### src/hw/rtl/hex_text_to_bytes_top_assert.svh
// assertion macros for the hex text decoder
// used by hex_text_to_bytes_top; no other dependencies
`ifndef HEX_TEXT_TO_BYTES_TOP_ASSERT_SVH
`define HEX_TEXT_TO_BYTES_TOP_ASSERT_SVH

// same-cycle implication, checked outside reset
`define HTB_ASSERT_NOW(label, clk, rst_n, ante, cons) \
  label: assert property (@(posedge clk) disable iff (!rst_n) (ante) |-> (cons)) \
    else $error("hex_text_to_bytes assertion failed");

// next-cycle implication, checked outside reset
`define HTB_ASSERT_NEXT(label, clk, rst_n, ante, cons) \
  label: assert property (@(posedge clk) disable iff (!rst_n) (ante) |=> (cons)) \
    else $error("hex_text_to_bytes assertion failed");

`endif

### src/hw/rtl/hexbyt_pkg.sv
// constants, types and the digit decoder for the hex text decoder
// no dependencies
`timescale 1ns / 1ps
`default_nettype none

package hexbyt_pkg;

  localparam int MAX_TEXT_CHARS = 255;
  localparam int BYTE_LIMIT     = MAX_TEXT_CHARS / 2;
  localparam int COUNT_W        = 7;
  localparam int COMMA_LIMIT    = 2;

  localparam logic [7:0] CHAR_COMMA = 8'h2C;
  localparam logic [7:0] CHAR_ZERO  = 8'h30;
  localparam logic [7:0] CHAR_NINE  = 8'h39;
  localparam logic [7:0] CHAR_UP_A  = 8'h41;
  localparam logic [7:0] CHAR_UP_F  = 8'h46;

  localparam logic [COUNT_W-1:0] BYTE_MAX = COUNT_W'(BYTE_LIMIT);
  localparam logic [1:0]         RUN_MAX  = 2'd3;
  localparam logic [1:0]         RUN_LIM  = 2'(COMMA_LIMIT);

  typedef struct packed {
    logic       ok;
    logic [3:0] nib;
  } nib_dec_t;

  // upper-case hex digit to nibble
  function automatic nib_dec_t dec_digit(input logic [7:0] ch);
    nib_dec_t d;
    logic [7:0] diff;
    d.ok  = 1'b0;
    d.nib = 4'd0;
    if (ch >= CHAR_ZERO && ch <= CHAR_NINE) begin
      diff  = ch - CHAR_ZERO;
      d.ok  = 1'b1;
      d.nib = diff[3:0];
    end else if (ch >= CHAR_UP_A && ch <= CHAR_UP_F) begin
      diff  = ch - CHAR_UP_A + 8'd10;
      d.ok  = 1'b1;
      d.nib = diff[3:0];
    end
    return d;
  endfunction

endpackage

`default_nettype wire

### src/hw/rtl/hex_text_to_bytes_top.sv
// Hex text decoder: takes one ASCII character per word, pairs upper-case hex
// digits into bytes (high nibble first) and emits each byte as it completes;
// a single comma may follow only a whole byte. An end word (in_tlast) returns a
// status word with success and byte count and clears the state for the next
// text. Any error is sticky until the end word. The decode is one short step
// between the state registers and the output register, so a character is
// accepted on every cycle the output register is empty or being drained, and
// its result is registered in the output register in the cycle after it is accepted.
// Depends on hexbyt_pkg and hex_text_to_bytes_top_assert.svh.
`timescale 1ns / 1ps
`default_nettype none

`include "hex_text_to_bytes_top_assert.svh"

module hex_text_to_bytes_top
  import hexbyt_pkg::*;
(
  input  wire logic        clk,
  input  wire logic        rst_n,
  input  wire logic        in_tvalid,
  output logic             in_tready,
  input  wire logic [7:0]  in_tdata,   // [7:0] text_char
  input  wire logic        in_tlast,   // end_of_text
  output logic             out_tvalid,
  input  wire logic        out_tready,
  output logic [15:0]      out_tdata,  // [7:0] data_byte, [8] success, [15:9] byte_total
  output logic             out_tuser   // is_status
);

  // decoder state
  logic               odd_r, odd_nxt;
  logic [3:0]         held_r, held_nxt;
  logic [1:0]         run_r, run_nxt;
  logic               seen_r, seen_nxt;
  logic               err_r, err_nxt;
  logic [COUNT_W-1:0] done_r, done_nxt;

  // output register
  logic               out_valid_r, out_valid_nxt;
  logic               out_stat_r, out_stat_nxt;
  logic [7:0]         out_data_r, out_data_nxt;
  logic               out_ok_r, out_ok_nxt;
  logic [COUNT_W-1:0] out_cnt_r, out_cnt_nxt;

  logic       in_acc;
  logic       end_acc;
  logic       load;
  logic [1:0] run_inc;
  nib_dec_t   dec;

  assign in_tready = !out_valid_r || out_tready;
  assign in_acc    = in_tvalid && in_tready;
  assign end_acc   = in_acc && in_tlast;
  assign run_inc   = (run_r < RUN_MAX) ? run_r + 2'd1 : run_r;
  assign dec       = dec_digit(in_tdata);

  // next state and result
  always_comb begin
    odd_nxt      = odd_r;
    held_nxt     = held_r;
    run_nxt      = run_r;
    seen_nxt     = seen_r;
    err_nxt      = err_r;
    done_nxt     = done_r;
    load         = 1'b0;
    out_stat_nxt = 1'b0;
    out_data_nxt = 8'd0;
    out_ok_nxt   = 1'b0;
    out_cnt_nxt  = done_r;
    if (in_acc) begin
      if (in_tlast) begin
        load         = 1'b1;
        out_stat_nxt = 1'b1;
        out_ok_nxt   = !err_r && !odd_r;
        odd_nxt      = 1'b0;
        held_nxt     = 4'd0;
        run_nxt      = 2'd0;
        seen_nxt     = 1'b0;
        err_nxt      = 1'b0;
        done_nxt     = '0;
      end else if (!err_r) begin
        if (in_tdata == CHAR_COMMA) begin
          run_nxt = run_inc;
          if (!seen_r || odd_r || run_inc >= RUN_LIM) begin
            err_nxt = 1'b1;
          end else begin
            seen_nxt = 1'b1;
          end
        end else begin
          run_nxt = 2'd0;
          if (!dec.ok) begin
            err_nxt = 1'b1;
          end else begin
            seen_nxt = 1'b1;
            if (odd_r) begin
              odd_nxt      = 1'b0;
              done_nxt     = (done_r < BYTE_MAX) ? done_r + 1'b1 : done_r;
              load         = 1'b1;
              out_data_nxt = {held_r, dec.nib};
              out_cnt_nxt  = done_nxt;
            end else begin
              held_nxt = dec.nib;
              odd_nxt  = 1'b1;
            end
          end
        end
      end
    end
    out_valid_nxt = load || (out_valid_r && !out_tready);
  end

  // control registers
  always_ff @(posedge clk) begin
    if (!rst_n) begin
      odd_r       <= 1'b0;
      held_r      <= 4'd0;
      run_r       <= 2'd0;
      seen_r      <= 1'b0;
      err_r       <= 1'b0;
      done_r      <= '0;
      out_valid_r <= 1'b0;
    end else begin
      odd_r       <= odd_nxt;
      held_r      <= held_nxt;
      run_r       <= run_nxt;
      seen_r      <= seen_nxt;
      err_r       <= err_nxt;
      done_r      <= done_nxt;
      out_valid_r <= out_valid_nxt;
    end
  end

  // output payload
  always_ff @(posedge clk) begin
    if (load) begin
      out_stat_r <= out_stat_nxt;
      out_data_r <= out_data_nxt;
      out_ok_r   <= out_ok_nxt;
      out_cnt_r  <= out_cnt_nxt;
    end
  end

  assign out_tvalid = out_valid_r;
  assign out_tuser  = out_stat_r;
  assign out_tdata  = {out_cnt_r, out_ok_r, out_data_r};

  // checks
  `HTB_ASSERT_NOW(a_byte_counted, clk, rst_n, out_valid_r && !out_stat_r, out_cnt_r != '0 && !out_ok_r)
  `HTB_ASSERT_NEXT(a_end_clears, clk, rst_n, end_acc, done_r == '0 && !err_r && !odd_r && !seen_r)
  `HTB_ASSERT_NEXT(a_end_reports, clk, rst_n, end_acc, out_valid_r && out_stat_r)
  `HTB_ASSERT_NEXT(a_err_sticky, clk, rst_n, err_r && !end_acc, err_r)

endmodule

`default_nettype wire

### config.mk
export PLATFORM = sky130hd
export DESIGN_NAME = hex_text_to_bytes_top
export DESIGN_NICKNAME = d
export VERILOG_FILES = /design/src/hw/rtl/hexbyt_pkg.sv /design/src/hw/rtl/hex_text_to_bytes_top.sv
export VERILOG_INCLUDE_DIRS = /design/src /design/src/hw/rtl
export SDC_FILE = /design/constraint.sdc
export NUM_CORES = 1
export LEC_CHECK = 0
export CORE_AREA = 2 2 74 76
export CTS_BUF_LIST = sky130_fd_sc_hd__clkbuf_2 sky130_fd_sc_hd__clkbuf_4 sky130_fd_sc_hd__clkbuf_8
export DETAILED_ROUTE_END_ITERATION = 16
export DIE_AREA = 0 0 76 78
export DONT_BUFFER_PORTS = 1
export GPL_ROUTABILITY_DRIVEN = 0
export SYNTH_ARGS = -nofsm -noshare
export SYNTH_HDL_FRONTEND = slang
export SYNTH_SLANG_ARGS = --single-unit
### constraint.sdc
create_clock -name clk -period 4.9 [get_ports clk]
set_clock_uncertainty 0.2 [all_clocks]
set_input_delay 0.98 -clock clk [delete_from_list [all_inputs] [get_ports clk]]
set_output_delay 0.98 -clock clk [all_outputs]
set_load 0.02 [all_outputs]
# Word-level counts from Yosys, hierarchy flattened
# Index checks and enable logic that the tools add are counted.
[word_totals] input_bits=13 reg_bits=34
[classes] n_lt_le_gt_ge=7 add_sub_neg=5 eq_ne=5 bitwise_logic=3 n_mux=41 reduce_logical=22
[op_table] cell="7-bit two-way mux" count=8
[op_table] cell="1-bit two-way mux" count=22
[op_table] cell="4-bit two-way mux" count=5
[op_table] cell="5-bit two-way mux" count=2
[op_table] cell="8-bit by 6-bit == test with 1-bit output, second input constant" count=1
[op_table] cell="8-bit by 6-bit >= comparator with 1-bit output, second input constant" count=1
[op_table] cell="8-bit by 7-bit >= comparator with 1-bit output, second input constant" count=1
[op_table] cell="8-bit by 6-bit less-or-equal comparator with 1-bit output, second input constant" count=1
[op_table] cell="8-bit by 7-bit less-or-equal comparator with 1-bit output, second input constant" count=1
[op_table] cell="2-bit two-way mux" count=4
[op_table] cell="4-bit AND reduction" count=2
[op_table] cell="4-bit by 1-bit subtractor with 4-bit output, second input constant" count=2
[op_table] cell="7-bit by 1-bit adder with 7-bit output, second input constant" count=1
[op_table] cell="7-bit < comparator, second input constant" count=1
[op_table] cell="2-bit != test, second input constant" count=3
[op_table] cell="6-bit OR reduction" count=1
[op_table] cell="1-bit logical AND" count=5
[op_table] cell="1-bit zero test" count=5
[op_table] cell="5-bit AND reduction" count=1
[op_table] cell="4-bit adder, second input constant" count=1
[op_table] cell="1-bit logical OR" count=4
[op_table] cell="2-bit AND reduction" count=2
[op_table] cell="3-bit != test, second input constant" count=1
[op_table] cell="1-bit NOT" count=3
[op_table] cell="other kinds (5)" count=5

# Longest topological paths before layout
[depth] word_depth=10 depth_mapped=8

# Worst setup path before layout
# OpenSTA, ideal clock, no wires.
[synth_path] path_kind="input-to-reg" startpoint="input in_tdata[3]" endpoint="register out_cnt_r[0] (enable)" t_arrival_ps=3229 path_stages=4 path_buffers=0 setup_time_ps=398 t_required_ps=4302 setup_slack_ps=1073 path_cell_list="or4b_1 or4_4 a21o_1 a21oi_1"
[synth_between] elab_chain_len=9
[synth_lines] element="start, declared" line_no="hex_text_to_bytes_top.sv:22" text="input wire logic [7:0] in_tdata,"
[synth_lines] element="8-bit by 7-bit >= comparator with 1-bit output / 8-bit by 7-bit less-or-equal comparator with 1-bit output (equally long branches)" line_no="hexbyt_pkg.sv:38" text="end else if (ch >= CHAR_UP_A && ch <= CHAR_UP_F) begin"
[synth_lines] element="1-bit logical AND" line_no="hexbyt_pkg.sv:38"
[synth_lines] element="5-bit two-way mux" line_no="hexbyt_pkg.sv:38"
[synth_lines] element="5-bit two-way mux" line_no="hexbyt_pkg.sv:34" text="if (ch >= CHAR_ZERO && ch <= CHAR_NINE) begin"
[synth_lines] element="1-bit two-way mux" line_no="hex_text_to_bytes_top.sv:91" text="if (!dec.ok) begin"
[synth_lines] element="1-bit two-way mux *" line_no="hex_text_to_bytes_top.sv:82" text="if (in_tdata == CHAR_COMMA) begin"
[synth_lines] element="1-bit two-way mux *" line_no="hex_text_to_bytes_top.sv:81" text="end else if (!err_r) begin"
[synth_lines] element="1-bit two-way mux *" line_no="hex_text_to_bytes_top.sv:71" text="if (in_tlast) begin"
[synth_lines] element="1-bit two-way mux *" line_no="hex_text_to_bytes_top.sv:70" text="if (in_acc) begin"
[synth_lines] element="named net load" line_no="hex_text_to_bytes_top.sv:47" text="logic load;"
[synth_lines] element="end signal, assigned" line_no="hex_text_to_bytes_top.sv:139" text="out_cnt_r <= out_cnt_nxt;"
[synth_lines] element="end, declared" line_no="hex_text_to_bytes_top.sv:43" text="logic [COUNT_W-1:0] out_cnt_r, out_cnt_nxt;"
# Mark *: on every way through the listed nets, which the timed path passes. The rest lies on a longest branch.
# A chain may end at the register's enable or synchronous reset.

# Worst setup path in the final report
[layout_path] startpoint="input in_tdata[3]" endpoint="register out_cnt_r[1] (data pin)"
[layout_between] elab_chain_len=9
[layout_lines] element="8-bit by 7-bit >= comparator with 1-bit output / 8-bit by 7-bit less-or-equal comparator with 1-bit output (equally long branches)" line_no="hexbyt_pkg.sv:38"
[layout_lines] element="1-bit logical AND" line_no="hexbyt_pkg.sv:38"
[layout_lines] element="5-bit two-way mux" line_no="hexbyt_pkg.sv:38"
[layout_lines] element="5-bit two-way mux" line_no="hexbyt_pkg.sv:34"
[layout_lines] element="7-bit two-way mux"
[layout_lines] element="7-bit two-way mux *" line_no="hex_text_to_bytes_top.sv:82"
[layout_lines] element="7-bit two-way mux *"
[layout_lines] element="7-bit two-way mux *" line_no="hex_text_to_bytes_top.sv:71"
[layout_lines] element="7-bit two-way mux *" line_no="hex_text_to_bytes_top.sv:70"
[layout_lines] element="named net out_cnt_nxt[1]" line_no="hex_text_to_bytes_top.sv:43"
# Marked as above.

==> impl_summary.md <==
Yosys
The synthesized flop and latch total is 34. The synthesized design spends more area on one cell type than any other, namely edfxtp_1. Summing every instance area after synthesis gives 1740 um^2. The Yosys step of the flow raised 0 warnings. In the synthesized netlist, the number of instances is 171. The proportion of netlist area held by the largest area contributor is 29.3%. The fraction of registers with async set or reset after synthesis is 0%. The most used flip-flop cell after synthesis is edfxtp_1.

In this run, distinct cell masters in the synthesized netlist total 51. By area the synthesized netlist is led by edfxtp_1, dfxtp_1, ha_1. Sequential elements use 48.9% of the synthesized area.

The synthesized design contains 17 enable-type register cells. The total nets after synthesis is 189. The average size of a mapped cell is 10.2 um^2.

Timing
For the final routed database, the setup TNS stands at 0 ns. The final-report hold violation count is 0. The routed design could run at a clock period as short as 3.43 ns. The final hold slack is 0.278 ns. The transition time of the tightest slew-check pin is 1.11 ns. The number of pins exceeding their max-slew limit in the final report is 0.

The setup-violating endpoint count in the final report is 0. The worst pin sits at a relative slew slack of 24.9%. Setup repair after global routing left no endpoint under its margin. The share of the cycle needed by the critical path after routing is 70.1%. Based on the critical path, the design can be clocked at up to 291 MHz.

Placed design
Once detailed placement completed, the half-perimeter wirelength came to 2.75 mm. The number of instances in the placed design is 237. The number of buffer cells added on primary ports is 0.

Drt
For this block, the initial DRC count from the detailed router was 37. For this run, design rule violations remaining after detail routing come to 0. Dividing the detail-routed via count by the number of cells gives 5.21. The first TritonRoute pass finished after 4 iterations. Across all layers, the routed design uses 1276 vias. The wire length after detailed routing is 3.62 mm.

The average wire length per cell after detail routing is 14.8 um. The count of nets left with antenna violations after detail routing is 0.

Critical path
On the worst path, the slowest cell contributes a delay of 0.59 ns. The cell family contributing the most delay on the critical path is simple AND/OR/NAND/NOR gates. The startpoint type of the worst setup path is an input port. For this design, the slowest cell found on the critical path is or4_4. The critical path goes through or4b_1, or4_4, a2111oi_4, and2_1, mux2_2. The worst path buffer plus inverter count is 0. The worst setup path category is in -> reg. For the worst setup path, the data required time is 4.73 ns. Of all nets on the critical path, the largest fanout is 9. The worst setup path is captured at a register. The data arrival time at the worst-slack endpoint is 3.27 ns.

Die
32 I/O pins were placed. The die height is 78 um. The die covers 5930 um^2. The die outline width is 76 um.

The placeable core region is 5040 um^2. For this configuration, the core starts out at a cell density of 34.5%. After floorplanning, the core was divided into 26 placement rows.

CTS
The cell sitting at the root of the clock tree is a clkbuf_8. The clock-pin slew reported for the worst setup and hold paths after clock tree synthesis is 0.07 ns. The post-cts gate resize count is 0. The clock reaches the later pin of the worst-skew pair after 0.28 ns. The number of post-CTS setup repair buffers is 0. The H-tree depth is 2. The CTS tree is built. After clock tree synthesis, the flow added hold-fix buffers numbering 0.

The number of CTS-inserted buffers is 5. The clock sink count is 34. No sink is reached through more buffers than the 2 on the longest clock path.

Pwr
Overall power consumption after layout is estimated at 0.000550 W. The leakage component of the power is 0.641 nW. The worst-case IR drop observed on VDD is 0.182 mV.

In this run the power density over the cells is 290 nW/um^2.

Layout
The number of antenna diodes in the final layout is 0. Measured on the finished design, the core utilization comes to 37.7%. The final-stage net count is 192. Of the cells placed in the final design, the portion with a size suffix greater than 1 is 11.4%. The final standard cell count with taps included and fillers excluded is 245. Leaving out fill and tap cells, the most frequent cells in the layout are dfxtp_1, edfxtp_1, nand2_1, nor2_1, inv_1. The synthesis-to-layout area growth is 9.13%.

GRT
Entering global routing, the biggest net connects 19 pins. The number of global-route vias before repair came to 1226. The initial antenna violation count is 0. The global router's overall resource usage is 13.2%. The first global-routing pass estimated 6.09 mm of wire. Global routing finished with a remaining overflow of 0.

Hold path
The path class of the tightest hold or removal check is reg -> reg.

Flow run
The total of max-cap violations is 0.

Outcome
The flow ran to the end, and the final reports show no timing, DRC or antenna violations.
state kept, by name, indices dropped and copies added, names as in the netlist:
signal	cells
odd_r	1
done_r	7
out_tvalid	1
held_r	4
out_cnt_r	7
err_r	1
out_ok_r	1
out_data_r	8
run_r	2
out_tuser	1
seen_r	1
routing by layer:
layer	wire [um]	GRT usage [%]	vias to the layer above	part of all wire, %
met5	0	0	-	0
met4	87	7.64	0	2.4
met3	183	2.67	6	5.1
met2	1500	18.3	36	41
met1	1850	19.0	573	51
li1	-	-	661	-
final timing paths:
check / startpoint / endpoint / slack (ns) / cells past startpoint
min: held_r[0] / held_r[0] / 0.28 / 2
max reg2reg: out_tvalid / out_cnt_r[1] / 2.26 / 6
max: in_tdata[3] / out_cnt_r[1] / 1.47 / 5
min reg2reg: held_r[0] / held_r[0] / 0.28 / 2
power breakdown:
part	internal [W]	switching (W)	total, W
combinational	0.0000100	0.0000237	0.0000338
clock	0.000104	0.0000956	0.000199
sequential	0.000306	0.0000112	0.000317
total	0.000420	0.000130	0.000550
area by class of cell:
class                           instances  area (um^2)
Multi-Input combinational cell        121          830
Inverter                               12         45.0
Fill cell                             499         3140
Clock inverter                          2         10.0
Tap cell                               70         87.6
Sequential cell                        34          851
Clock buffer                            6         76.3
cell families (layout without fill, tap and decap cells):
kind of cell	count (synthesis)	after routing	share of synthesized area (%)
XOR/XNOR	6	6	3.02
adder cells (fa/ha/maj)	5	5	3.59
buffers and inverters	16	20	3.67
multiplexers	3	3	1.87
flip-flops	34	34	48.9
AO/OA/AOI/OAI	43	43	19.2
AND/OR/NAND/NOR	64	64	19.8
synth_stat cells, drive strengths merged (2+ instances only):
cell type   n
nor4        4
and2        5
dfxtp      17
edfxtp     17
a21oi      11
o32ai       2
nand2      13
a211oi      4
xor2        4
and3        3
ha          5
inv        12
nor2       13
nor3        3
a31oi       3
buf         2
nand3       8
or4         5
clkbuf      2
o31ai       4
xnor2       2
o21ai       4
or2         2
mux2        2
a2111oi     2
stage by stage:
step / setup WS [ns] / area [um^2]
2_1_floorplan: 1.07 / 1740
3_3_place_gp: 1.22 / 1810
3_5_place_dp: 1.17 / 1810
4_1_cts: 1.47 / 1900
5_1_grt: 1.38 / 1900
6_report: 1.47 / 1900
tightest hold or removal path, stage by stage (launching register included):
cell	delay, ns
dfxtp_1	0.32
nand3_1	0.06
a21oi_1	0.05
No activity file was read; power rests on OpenSTA's default activity.
